## src/rtl/core/bma_pkg.sv

```systemverilog
// ----------------------------------------------------------------------------
// bma_pkg
// Shared widths, register indexes, reset values, sequencer states and the
// request/response structs of the modulo unit for the battery monitor alarm.
// ----------------------------------------------------------------------------
package bma_pkg;

   localparam int TIME_BITS   = 48;
   localparam int CODE_W      = 16;
   localparam int MV_W        = 15;
   localparam int TEMP_W      = 18;
   localparam int INTERVAL_W  = 24;
   localparam int PERIOD_W    = 16;
   localparam int COUNT_W     = 8;
   localparam int TOTAL_W     = PERIOD_W + COUNT_W;
   localparam int ELAPSED_W   = TOTAL_W;
   localparam int CSR_DATA_W  = 24;
   localparam int CSR_INDEX_W = 3;

   localparam logic signed [TEMP_W-1:0]   FAN_ON_RESET   = 18'sd25000;
   localparam logic [MV_W-1:0]            LOW_MV_RESET   = 15'd7400;
   localparam logic [MV_W-1:0]            MID_MV_RESET   = 15'd7800;
   localparam logic [MV_W-1:0]            HIGH_MV_RESET  = 15'd8200;
   localparam logic [INTERVAL_W-1:0]      INTERVAL_RESET = 24'd30000;
   localparam logic [PERIOD_W-1:0]        BEEP_ON_RESET  = 16'd150;
   localparam logic [PERIOD_W-1:0]        PERIOD_RESET   = 16'd1000;
   localparam logic [COUNT_W-1:0]         COUNT_RESET    = 8'd3;

   typedef enum logic [CSR_INDEX_W-1:0] {
      CSR_FAN_ON_MILLIDEG  = 3'd0,
      CSR_LOW_MV           = 3'd1,
      CSR_MID_MV           = 3'd2,
      CSR_HIGH_MV          = 3'd3,
      CSR_WARN_INTERVAL_MS = 3'd4,
      CSR_BEEP_ON_MS       = 3'd5,
      CSR_BEEP_PERIOD_MS   = 3'd6,
      CSR_BEEP_COUNT       = 3'd7
   } csr_index_type;

   typedef enum logic [5:0] {
      ST_IDLE  = 6'b000001,
      ST_EVAL  = 6'b000010,
      ST_DIFF  = 6'b000100,
      ST_CHECK = 6'b001000,
      ST_DIV   = 6'b010000,
      ST_OUT   = 6'b100000
   } state_type;

   typedef struct packed {
      logic                 start;
      logic [ELAPSED_W-1:0] dividend;
      logic [PERIOD_W-1:0]  divisor;
   } mod_req_type;

   typedef struct packed {
      logic                done;
      logic [PERIOD_W-1:0] remainder;
   } mod_rsp_type;

endpackage

```

## src/rtl/core/battery_monitor_alarm_core.sv

```systemverilog
// ----------------------------------------------------------------------------
// battery_monitor_alarm_core
// Fan, battery LED and warning buzzer control from one sensor sample per item.
// Sequence: accept, evaluate, then output at or above the low threshold; below it,
// the elapsed burst time is taken and checked, and when the phase inside a beep
// period is needed it is taken by a 24-step bit-serial modulo before output.
// One item at a time; the next item is taken the cycle after the result is loaded,
// and an output stall holds the output state until the output is free. Reset
// restores register defaults and clears the burst schedule.
// ----------------------------------------------------------------------------
module battery_monitor_alarm_core (
   input  logic                                  clock,
   input  logic                                  reset,
   input  logic                                  req_valid,
   output logic                                  req_stall,
   input  logic [bma_pkg::TIME_BITS-1:0]         req_now_ms,
   input  logic [bma_pkg::CODE_W-1:0]            req_bus_voltage_code,
   input  logic                                  req_voltage_valid,
   input  logic signed [bma_pkg::TEMP_W-1:0]     req_temp_millideg,
   input  logic                                  req_temp_valid,
   output logic                                  rsp_valid,
   input  logic                                  rsp_stall,
   output logic                                  rsp_fan_on,
   output logic                                  rsp_led_first,
   output logic                                  rsp_led_second,
   output logic                                  rsp_buzzer_on,
   input  logic                                  csr_write_enable,
   input  logic [bma_pkg::CSR_INDEX_W-1:0]       csr_index,
   input  logic [bma_pkg::CSR_DATA_W-1:0]        csr_write_data
);

   logic signed [bma_pkg::TEMP_W-1:0]  fan_on_ff;
   logic [bma_pkg::MV_W-1:0]           low_ff, mid_ff, high_ff;
   logic [bma_pkg::INTERVAL_W-1:0]     interval_ff;
   logic [bma_pkg::PERIOD_W-1:0]       beep_on_ff, period_ff;
   logic [bma_pkg::COUNT_W-1:0]        count_ff;

   bma_pkg::state_type                 state_ff, state_in;
   logic [bma_pkg::TIME_BITS-1:0]      next_warn_ff, next_warn_in;
   logic [bma_pkg::TIME_BITS-1:0]      burst_start_ff, burst_start_in;
   logic [bma_pkg::TIME_BITS-1:0]      now_ff, now_in;
   logic [bma_pkg::TIME_BITS-1:0]      elapsed_ff, elapsed_in;
   logic [bma_pkg::TOTAL_W-1:0]        total_ff, total_in;
   logic [bma_pkg::MV_W-1:0]           mv_ff, mv_in;
   logic signed [bma_pkg::TEMP_W-1:0]  temp_ff, temp_in;
   logic                               low_flag_ff, low_flag_in;
   logic                               fan_ff, fan_in;
   logic                               led1_ff, led1_in;
   logic                               led2_ff, led2_in;
   logic                               buzz_ff, buzz_in;
   logic                               rsp_valid_ff, rsp_valid_in;
   logic                               rsp_fan_ff, rsp_fan_in;
   logic                               rsp_led1_ff, rsp_led1_in;
   logic                               rsp_led2_ff, rsp_led2_in;
   logic                               rsp_buzz_ff, rsp_buzz_in;

   logic                               req_accept;
   logic                               burst_active;
   logic                               in_range;
   bma_pkg::mod_req_type               mod_req;
   bma_pkg::mod_rsp_type               mod_rsp;

   always_ff @(posedge clock) begin
      if (reset) begin
         fan_on_ff   <= bma_pkg::FAN_ON_RESET;
         low_ff      <= bma_pkg::LOW_MV_RESET;
         mid_ff      <= bma_pkg::MID_MV_RESET;
         high_ff     <= bma_pkg::HIGH_MV_RESET;
         interval_ff <= bma_pkg::INTERVAL_RESET;
         beep_on_ff  <= bma_pkg::BEEP_ON_RESET;
         period_ff   <= bma_pkg::PERIOD_RESET;
         count_ff    <= bma_pkg::COUNT_RESET;
      end else if (csr_write_enable) begin
         unique case (bma_pkg::csr_index_type'(csr_index))
            bma_pkg::CSR_FAN_ON_MILLIDEG:  fan_on_ff   <= csr_write_data[bma_pkg::TEMP_W-1:0];
            bma_pkg::CSR_LOW_MV:           low_ff      <= csr_write_data[bma_pkg::MV_W-1:0];
            bma_pkg::CSR_MID_MV:           mid_ff      <= csr_write_data[bma_pkg::MV_W-1:0];
            bma_pkg::CSR_HIGH_MV:          high_ff     <= csr_write_data[bma_pkg::MV_W-1:0];
            bma_pkg::CSR_WARN_INTERVAL_MS: interval_ff <= csr_write_data[bma_pkg::INTERVAL_W-1:0];
            bma_pkg::CSR_BEEP_ON_MS:       beep_on_ff  <= csr_write_data[bma_pkg::PERIOD_W-1:0];
            bma_pkg::CSR_BEEP_PERIOD_MS:   period_ff   <= csr_write_data[bma_pkg::PERIOD_W-1:0];
            bma_pkg::CSR_BEEP_COUNT:       count_ff    <= csr_write_data[bma_pkg::COUNT_W-1:0];
            default: ;
         endcase
      end
   end

   assign req_stall    = (state_ff != bma_pkg::ST_IDLE);
   assign req_accept   = req_valid && !req_stall;
   assign burst_active = (burst_start_ff != '0);
   assign in_range     = (elapsed_ff < bma_pkg::TIME_BITS'(total_ff));

   assign mod_req.start    = (state_ff == bma_pkg::ST_CHECK) && burst_active && in_range;
   assign mod_req.dividend = elapsed_ff[bma_pkg::ELAPSED_W-1:0];
   assign mod_req.divisor  = period_ff;

   bma_mod_unit u_mod (
      .clock (clock),
      .reset (reset),
      .req   (mod_req),
      .rsp   (mod_rsp)
   );

   always_comb begin
      state_in       = state_ff;
      next_warn_in   = next_warn_ff;
      burst_start_in = burst_start_ff;
      now_in         = now_ff;
      elapsed_in     = elapsed_ff;
      total_in       = total_ff;
      mv_in          = mv_ff;
      temp_in        = temp_ff;
      low_flag_in    = low_flag_ff;
      fan_in         = fan_ff;
      led1_in        = led1_ff;
      led2_in        = led2_ff;
      buzz_in        = buzz_ff;
      rsp_valid_in   = rsp_valid_ff && rsp_stall;
      rsp_fan_in     = rsp_fan_ff;
      rsp_led1_in    = rsp_led1_ff;
      rsp_led2_in    = rsp_led2_ff;
      rsp_buzz_in    = rsp_buzz_ff;

      unique case (state_ff)
         bma_pkg::ST_IDLE: begin
            if (req_accept) begin
               now_in   = req_now_ms;
               mv_in    = req_voltage_valid ? {req_bus_voltage_code[bma_pkg::CODE_W-1:3], 2'b00}
                                            : '0;
               temp_in  = req_temp_valid ? req_temp_millideg : '0;
               state_in = bma_pkg::ST_EVAL;
            end
         end
         bma_pkg::ST_EVAL: begin
            fan_in      = (temp_ff >= fan_on_ff);
            low_flag_in = (mv_ff < low_ff);
            priority if (mv_ff < low_ff) begin
               led1_in = 1'b0;
               led2_in = 1'b0;
            end else if (mv_ff < mid_ff) begin
               led1_in = 1'b0;
               led2_in = 1'b1;
            end else if (mv_ff < high_ff) begin
               led1_in = 1'b1;
               led2_in = 1'b0;
            end else begin
               led1_in = 1'b1;
               led2_in = 1'b1;
            end
            total_in = bma_pkg::TOTAL_W'(period_ff * count_ff);
            buzz_in  = 1'b0;
            if (mv_ff < low_ff) begin
               if (next_warn_ff == '0 || now_ff >= next_warn_ff) begin
                  burst_start_in = now_ff;
                  next_warn_in   = now_ff + bma_pkg::TIME_BITS'(interval_ff);
               end
               state_in = bma_pkg::ST_DIFF;
            end else begin
               next_warn_in   = '0;
               burst_start_in = '0;
               state_in       = bma_pkg::ST_OUT;
            end
         end
         bma_pkg::ST_DIFF: begin
            elapsed_in = now_ff - burst_start_ff;
            state_in   = bma_pkg::ST_CHECK;
         end
         bma_pkg::ST_CHECK: begin
            if (burst_active && in_range) begin
               state_in = bma_pkg::ST_DIV;
            end else begin
               if (burst_active) begin
                  burst_start_in = '0;
               end
               buzz_in  = 1'b0;
               state_in = bma_pkg::ST_OUT;
            end
         end
         bma_pkg::ST_DIV: begin
            if (mod_rsp.done) begin
               buzz_in  = (mod_rsp.remainder < beep_on_ff);
               state_in = bma_pkg::ST_OUT;
            end
         end
         bma_pkg::ST_OUT: begin
            if (!rsp_valid_ff || !rsp_stall) begin
               rsp_valid_in = 1'b1;
               rsp_fan_in   = fan_ff;
               rsp_led1_in  = led1_ff;
               rsp_led2_in  = led2_ff;
               rsp_buzz_in  = buzz_ff;
               state_in     = bma_pkg::ST_IDLE;
            end
         end
         default: state_in = bma_pkg::ST_IDLE;
      endcase
   end

   always_ff @(posedge clock) begin
      if (reset) begin
         state_ff       <= bma_pkg::ST_IDLE;
         next_warn_ff   <= '0;
         burst_start_ff <= '0;
         rsp_valid_ff   <= 1'b0;
      end else begin
         state_ff       <= state_in;
         next_warn_ff   <= next_warn_in;
         burst_start_ff <= burst_start_in;
         rsp_valid_ff   <= rsp_valid_in;
      end
      now_ff      <= now_in;
      elapsed_ff  <= elapsed_in;
      total_ff    <= total_in;
      mv_ff       <= mv_in;
      temp_ff     <= temp_in;
      low_flag_ff <= low_flag_in;
      fan_ff      <= fan_in;
      led1_ff     <= led1_in;
      led2_ff     <= led2_in;
      buzz_ff     <= buzz_in;
      rsp_fan_ff  <= rsp_fan_in;
      rsp_led1_ff <= rsp_led1_in;
      rsp_led2_ff <= rsp_led2_in;
      rsp_buzz_ff <= rsp_buzz_in;
   end

   assign rsp_valid      = rsp_valid_ff;
   assign rsp_fan_on     = rsp_fan_ff;
   assign rsp_led_first  = rsp_led1_ff;
   assign rsp_led_second = rsp_led2_ff;
   assign rsp_buzzer_on  = rsp_buzz_ff;

   a_div_nonzero: assert property (@(posedge clock) disable iff (reset)
      mod_req.start |-> (period_ff != '0) && (count_ff != '0))
      else $error("modulo started with an empty burst length");

   a_clear_when_high: assert property (@(posedge clock) disable iff (reset)
      (state_ff == bma_pkg::ST_EVAL) && !(mv_ff < low_ff)
      |=> (burst_start_ff == '0) && (next_warn_ff == '0))
      else $error("burst state not cleared above low threshold");

   a_rsp_from_out: assert property (@(posedge clock) disable iff (reset)
      $rose(rsp_valid) |-> $past(state_ff == bma_pkg::ST_OUT))
      else $error("result loaded outside output state");

   a_div_low_only: assert property (@(posedge clock) disable iff (reset)
      (state_ff == bma_pkg::ST_DIV) |-> low_flag_ff)
      else $error("beep phase taken for a sample above low threshold");

endmodule

```

## src/rtl/core/bma_mod_unit.sv

```systemverilog
// ----------------------------------------------------------------------------
// bma_mod_unit
// Bit-serial restoring modulo: one dividend bit per cycle, remainder valid
// with a one-cycle done pulse after ELAPSED_W steps. Divisor must be nonzero.
// ----------------------------------------------------------------------------
module bma_mod_unit (
   input  logic                 clock,
   input  logic                 reset,
   input  bma_pkg::mod_req_type req,
   output bma_pkg::mod_rsp_type rsp
);

   localparam int CNT_W = $clog2(bma_pkg::ELAPSED_W + 1);

   logic                          busy_ff, busy_in;
   logic                          done_ff, done_in;
   logic [CNT_W-1:0]              cnt_ff, cnt_in;
   logic [bma_pkg::ELAPSED_W-1:0] quo_ff, quo_in;
   logic [bma_pkg::PERIOD_W-1:0]  rem_ff, rem_in;
   logic [bma_pkg::PERIOD_W-1:0]  divisor_ff, divisor_in;
   logic [bma_pkg::PERIOD_W:0]    shifted;

   assign shifted = {rem_ff, quo_ff[bma_pkg::ELAPSED_W-1]};

   always_comb begin
      busy_in    = busy_ff;
      done_in    = 1'b0;
      cnt_in     = cnt_ff;
      quo_in     = quo_ff;
      rem_in     = rem_ff;
      divisor_in = divisor_ff;
      if (req.start) begin
         busy_in    = 1'b1;
         cnt_in     = CNT_W'(bma_pkg::ELAPSED_W);
         quo_in     = req.dividend;
         rem_in     = '0;
         divisor_in = req.divisor;
      end else if (busy_ff) begin
         quo_in = {quo_ff[bma_pkg::ELAPSED_W-2:0], 1'b0};
         if (shifted >= {1'b0, divisor_ff}) begin
            rem_in = bma_pkg::PERIOD_W'(shifted - {1'b0, divisor_ff});
         end else begin
            rem_in = shifted[bma_pkg::PERIOD_W-1:0];
         end
         cnt_in = cnt_ff - CNT_W'(1);
         if (cnt_ff == CNT_W'(1)) begin
            busy_in = 1'b0;
            done_in = 1'b1;
         end
      end
   end

   always_ff @(posedge clock) begin
      if (reset) begin
         busy_ff <= 1'b0;
         done_ff <= 1'b0;
         cnt_ff  <= '0;
      end else begin
         busy_ff <= busy_in;
         done_ff <= done_in;
         cnt_ff  <= cnt_in;
      end
      quo_ff     <= quo_in;
      rem_ff     <= rem_in;
      divisor_ff <= divisor_in;
   end

   assign rsp.done      = done_ff;
   assign rsp.remainder = rem_ff;

endmodule
```

## config.mk

```make
export PLATFORM = sky130hd
export DESIGN_NAME = battery_monitor_alarm_core
export DESIGN_NICKNAME = d
export VERILOG_FILES = /design/src/rtl/core/bma_pkg.sv /design/src/rtl/core/battery_monitor_alarm_core.sv /design/src/rtl/core/bma_mod_unit.sv
export SDC_FILE = /design/constraint.sdc
export NUM_CORES = 1
export LEC_CHECK = 0
export ABC_CLOCK_PERIOD_IN_PS = 6400
export BUFFER_PORTS_ARGS = -buffer_cell sky130_fd_sc_hd__buf_4
export CAP_MARGIN = 20
export CORE_AREA = 5 5 313 315
export DETAILED_ROUTE_END_ITERATION = 10
export DIE_AREA = 0 0 318 320
export HOLD_SLACK_MARGIN = 0.02
export PLACE_DENSITY = 0.47
export SETUP_SLACK_MARGIN = 0.4
export SLEW_MARGIN = 20
export SYNTH_ARGS = -nofsm -noshare
export SYNTH_HDL_FRONTEND = slang
export SYNTH_SLANG_ARGS = --single-unit
```

## constraint.sdc

```tcl
create_clock -name clock -period 6.4 [get_ports clock]
set_input_delay 0.96 -clock clock [delete_from_list [all_inputs] [get_ports clock]]
set_output_delay 0.96 -clock clock [all_outputs]
set_load 0.02 [all_outputs]
```

==> results.md <==
Floorplan:
- The floorplan step set the die height to approximately 320 um.
- Row generation in the floorplan step produced between 100 and 150 rows.
- The placeable core region is roughly 95000 um^2.
- For this configuration, the core starts out at a cell density of 0.299.
- In this run the horizontal extent of the chip is around 320 um.
- The number of placed I/O pins is 122.
- The die outline area is roughly 100000 um^2.

Setup path:
- The startpoint identified for the worst register-to-register timing path is count_ff[7].
- STA classifies the critical path startpoint as a register.
- STA puts the critical path data required time at 6.75 ns.
- Along the worst path, the maximum fanout reaches 17.
- The category of the worst setup path capture point is a register.
- The capturing point of the worst reg2reg path is total_ff[23].
- The critical setup path kind is reg2reg.
- At the worst endpoint, the arrival time is 5.83 ns.
- The reg-to-reg setup timing slack is between 0.9 and 1 ns.
- The depth of the worst register-to-register path is 17.

Timing:
- The hold violation count in the final report is 0.
- The clock tree skew after final layout is 0.0299 ns.
- The final number of setup-violating endpoints is 0.
- For the pin with the worst max-slew slack, the measured transition is about 1.1 ns.
- Static timing analysis puts the maximum clock frequency at 182 MHz.
- The final-report max-slew violation count came to 0.
- For the finished layout, the period the worst path requires is about 5.5 ns.
- Setup repair after global routing left no endpoint under its margin.
- Of the available clock period, the critical path in the final layout requires 0.856.
- The worst-case hold slack is between 0.4 and 0.5 ns.
- The relative max-transition margin is 0.265.
- For the final routed database, the setup TNS stands at 0 ns.

Worst hold path:
- The path class of the lowest-slack min-delay path is reg2reg.
- The path with the worst hold slack has its endpoint at rsp_led_first.
- The worst hold path stage count is 0.
- The startpoint identified for the worst hold timing path is led1_ff.

Power:
- Of the total power, the share spent switching nets is 0.267.
- Dividing total power by cell area gives a power density of between 200 and 250 nW/um^2.
- The switching power is around 2 mW.
- The reported leakage power is 13.3 nW.
- VDD sags by at most approximately 0.22 mV.
- The combinational power share is 0.138.
- Of the total power, registers draw 0.438.
- The cell-internal power is approximately 5.4 mW.
- The share of total power dissipated in the clock network is 0.424.

Clocking:
- Buffers inserted to repair hold after CTS numbered 0.
- The clock transition at the registers of the reported paths is around 0.060 ns.
- TritonCTS created 52 clock buffers.
- The later pin in the worst-skew pair is clocked with a latency of 0.62 ns.
- TritonCTS built the clock tree.
- Once the clock tree was built, the setup fixing pass inserted 0 buffers.
- The number of gates resized after CTS was 0.
- The longest clock path from root to sink contains 3 buffers.
- Clock tree synthesis selected as its root buffer the cell sky130_fd_sc_hd__clkbuf_16.
- The clock drives between 400 and 500 sinks.
- The total number of H-tree levels is 2.

Placement:
- In this run the cell area measured after placement is between 30000 and 40000 um^2.
- The number of placed instances, taps included, is around 4300.
- Routability-driven placement finished with a final weighted congestion of about 0.8.
- The HPWL after detailed placement is 56.7 mm.
- During placement, the flow inserted port buffers numbering around 120.

Global route:
- The initial antenna violation count was 0.
- The met1 global-route usage is 0.202.
- The number of global-route vias before repair is ~21000.
- The routing usage on met3 is 0.0191.
- Entering global routing, the biggest net connects between 60 and 70 pins.
- The total overflow left after global routing is 0.
- For this run, global-route usage on met2 was measured as 0.243.
- The first global-routing pass estimated roughly 120 mm of wire.
- The overall fraction of global-route tracks in use is 0.146.
- The layer flagged by global routing as most heavily used is met2.

Finish:
- The area of all placed cells without fillers is between 30000 and 40000 um^2.
- Compared with the post-synthesis result, the final layout area differs by 14.4%.
- The final standard cell count with taps included and fillers excluded is between 4000 and 5000.
- In the final layout, the share of cells above drive strength 1 is 0.0911.
- The number of antenna repair diodes is 0.
- The final layout contains approximately 3500 nets.

Synthesis:
- Counting every net in the synthesized netlist gives between 3000 and 4000.
- Counting distinct cell types in the post-synthesis netlist gives just over 80.
- The flip-flop and latch count after synthesis is between 400 and 500.
- Dividing the synthesized area by the synthesized cell count gives roughly 9.5 um^2.
- The async set-or-reset flop fraction in the synthesized netlist is 0.
- The top cell type's share of synthesized area is 0.212.
- After technology mapping, the gate count stands at 2970.
- Ranked by total cell area, the synthesized netlist is headed by sky130_fd_sc_hd__edfxtp_1, sky130_fd_sc_hd__dfxtp_1, sky130_fd_sc_hd__ha_1.
- The library cell occupying the most area in the post-synthesis netlist is sky130_fd_sc_hd__edfxtp_1.
- The area of the mapped netlist is 28200 um^2.
- The number of warnings reported in the yosys synthesis log is 0.
- The most used flip-flop cell after synthesis is sky130_fd_sc_hd__dfxtp_1.
- In this run, synthesis inferred roughly 200 flip-flops with an integrated enable.
- Of the synthesized area, sequential elements account for 0.391.

Detailed routing:
- The detailed-routing iteration count for the pre-antenna-repair pass is 5.
- In the final routed layout, each cell accounts on average for 17.3 um.
- After detailed routing, the total wire length is approximately 76 mm.
- In this run, the number of DRC markers left after iteration 0 of detailed routing was roughly 1200.
- The via count of the routed design is roughly 21000.
- Once detail routing completed, the nets flagged for antenna violations numbered 0.
- The number of design rule violations left after detail routing is 0.
- The average vias per placed instance is 4.73.

Run:
- The max-cap violation count is 0.

Run status:
- The flow ran to the end, and the final reports show no timing, DRC or antenna violations.
==> cells by family after synthesis <==
kind of cell / count (synthesis) / share of synthesized area
xor gates and xnor gates: 115 / 0.0357
DFF: 452 / 0.391
buffers and inverters: 454 / 0.0618
adders and majority gates: 363 / 0.184
and+or+nand+nor: 879 / 0.154
muxes: 52 / 0.0195
AOI/OAI and AO/OA: 655 / 0.154
==> worst max-delay path by stage <==
stage | end | depth (start not counted) | start | slack [ns]
CTS | total_ff[23] | 17 | count_ff[7] | 0.89
finish | total_ff[23] | 17 | count_ff[7] | 0.92
global placement | total_ff[23] | 17 | count_ff[7] | 0.96
global route | total_ff[22] | 16 | count_ff[7] | 0.57
detailed placement | total_ff[23] | 17 | count_ff[7] | 0.93
floorplan | elapsed_ff[0] | 1 | state_ff[1] | 0.74
==> worst max-delay path, cell delays in order, from the launching register on <==
cell and delay, ns:
sky130_fd_sc_hd__dfxtp_1 0.67, sky130_fd_sc_hd__nand2_1 0.16, sky130_fd_sc_hd__fa_1 0.53, sky130_fd_sc_hd__fa_1 0.55, sky130_fd_sc_hd__inv_1 0.07, sky130_fd_sc_hd__fa_1 0.53
sky130_fd_sc_hd__inv_1 0.06, sky130_fd_sc_hd__fa_1 0.54, sky130_fd_sc_hd__inv_1 0.04, sky130_fd_sc_hd__ha_1 0.29, sky130_fd_sc_hd__a21boi_0 0.36, sky130_fd_sc_hd__o211ai_1 0.20
sky130_fd_sc_hd__a21o_1 0.22, sky130_fd_sc_hd__a31o_2 0.23, sky130_fd_sc_hd__o221ai_1 0.25, sky130_fd_sc_hd__nand2b_1 0.14, sky130_fd_sc_hd__a31o_2 0.25, sky130_fd_sc_hd__xnor2_1 0.12
==> power by group through the flow <==
stage,Clock (mW),Sequential [mW],Combinational (mW)
2_1_floorplan,0,3.24,0.725
3_3_place_gp,0,3.29,1.03
3_5_place_dp,0,3.29,1.03
4_1_cts,3.23,3.23,1.03
5_1_grt,3.34,3.24,1.16
6_report,3.12,3.23,1.02
==> synth_stat cells, types with 71 or more instances <==
master and n:
sky130_fd_sc_hd__inv_1 350, sky130_fd_sc_hd__nand2_1 325, sky130_fd_sc_hd__ha_1 276, sky130_fd_sc_hd__dfxtp_1 253, sky130_fd_sc_hd__a21oi_1 220, sky130_fd_sc_hd__edfxtp_1 199
sky130_fd_sc_hd__and2_1 145, sky130_fd_sc_hd__nor2_1 139, sky130_fd_sc_hd__a21o_1 93, sky130_fd_sc_hd__o21ai_0 93, sky130_fd_sc_hd__fa_1 87, sky130_fd_sc_hd__clkbuf_1 78
sky130_fd_sc_hd__xnor2_1 71
==> cells in the final DEF, fill, tap and decap left out, types with 18 or more instances in the layout <==
master	synthesis	layout
sky130_fd_sc_hd__a211o_1	31	31
sky130_fd_sc_hd__a21o_1	93	93
sky130_fd_sc_hd__a21oi_1	220	220
sky130_fd_sc_hd__a22o_1	55	55
sky130_fd_sc_hd__and2_1	145	144
sky130_fd_sc_hd__and3_1	18	18
sky130_fd_sc_hd__buf_4	3	141
sky130_fd_sc_hd__clkbuf_16	0	54
sky130_fd_sc_hd__dfxtp_1	253	253
sky130_fd_sc_hd__edfxtp_1	199	199
sky130_fd_sc_hd__fa_1	87	87
sky130_fd_sc_hd__ha_1	276	276
sky130_fd_sc_hd__inv_1	350	350
sky130_fd_sc_hd__mux2_2	23	23
sky130_fd_sc_hd__mux2i_1	28	28
sky130_fd_sc_hd__nand2_1	325	325
sky130_fd_sc_hd__nand2b_1	28	28
sky130_fd_sc_hd__nand3_1	30	30
sky130_fd_sc_hd__nand3b_1	22	22
sky130_fd_sc_hd__nand4_1	52	52
sky130_fd_sc_hd__nor2_1	139	136
sky130_fd_sc_hd__nor2b_1	28	28
sky130_fd_sc_hd__nor4_1	39	38
sky130_fd_sc_hd__o21ai_0	93	93
sky130_fd_sc_hd__xnor2_1	71	71
sky130_fd_sc_hd__xor2_1	44	44
==> state kept, by name (all words and copies together), names as in the netlist, 15 cells and up <==
name / count
u_mod.divisor_ff: 16
u_mod.quo_ff: 24
elapsed_ff: 48
mid_ff: 15
now_ff: 48
beep_on_ff: 16
interval_ff: 24
temp_ff: 18
burst_start_ff: 48
total_ff: 24
high_ff: 15
u_mod.rem_ff: 16
low_ff: 15
next_warn_ff: 48
fan_on_ff: 18
period_ff: 16
==> area by class of cell <==
class	count	area, um^2
sequential	452	11000
tap	1265	1580
multi-input combinational	2064	15500
fill	9642	62300
clock buffer	76	1510
clock inverter	21	280
timing repair buffer	142	1070
inverter	351	1320
==> metal layers <==
metal  routed length (um)  part of all wire
met5                    0                 0
met4                 1850             0.024
met3                 2320             0.031
met2                35200              0.46
met1                36400              0.48
==> per-stage QoR <==
step | setup WS [ns] | util | power [mW]
floorplan | 0.738 | - | 3.96
global placement | 0.964 | 0.322 | 4.32
detailed placement | 0.931 | 0.323 | 4.32
CTS | 0.888 | 0.342 | 7.50
global route | 0.568 | 0.342 | 7.74
finish | 0.920 | 0.342 | 7.37
No activity file was read; power rests on OpenSTA's default activity.
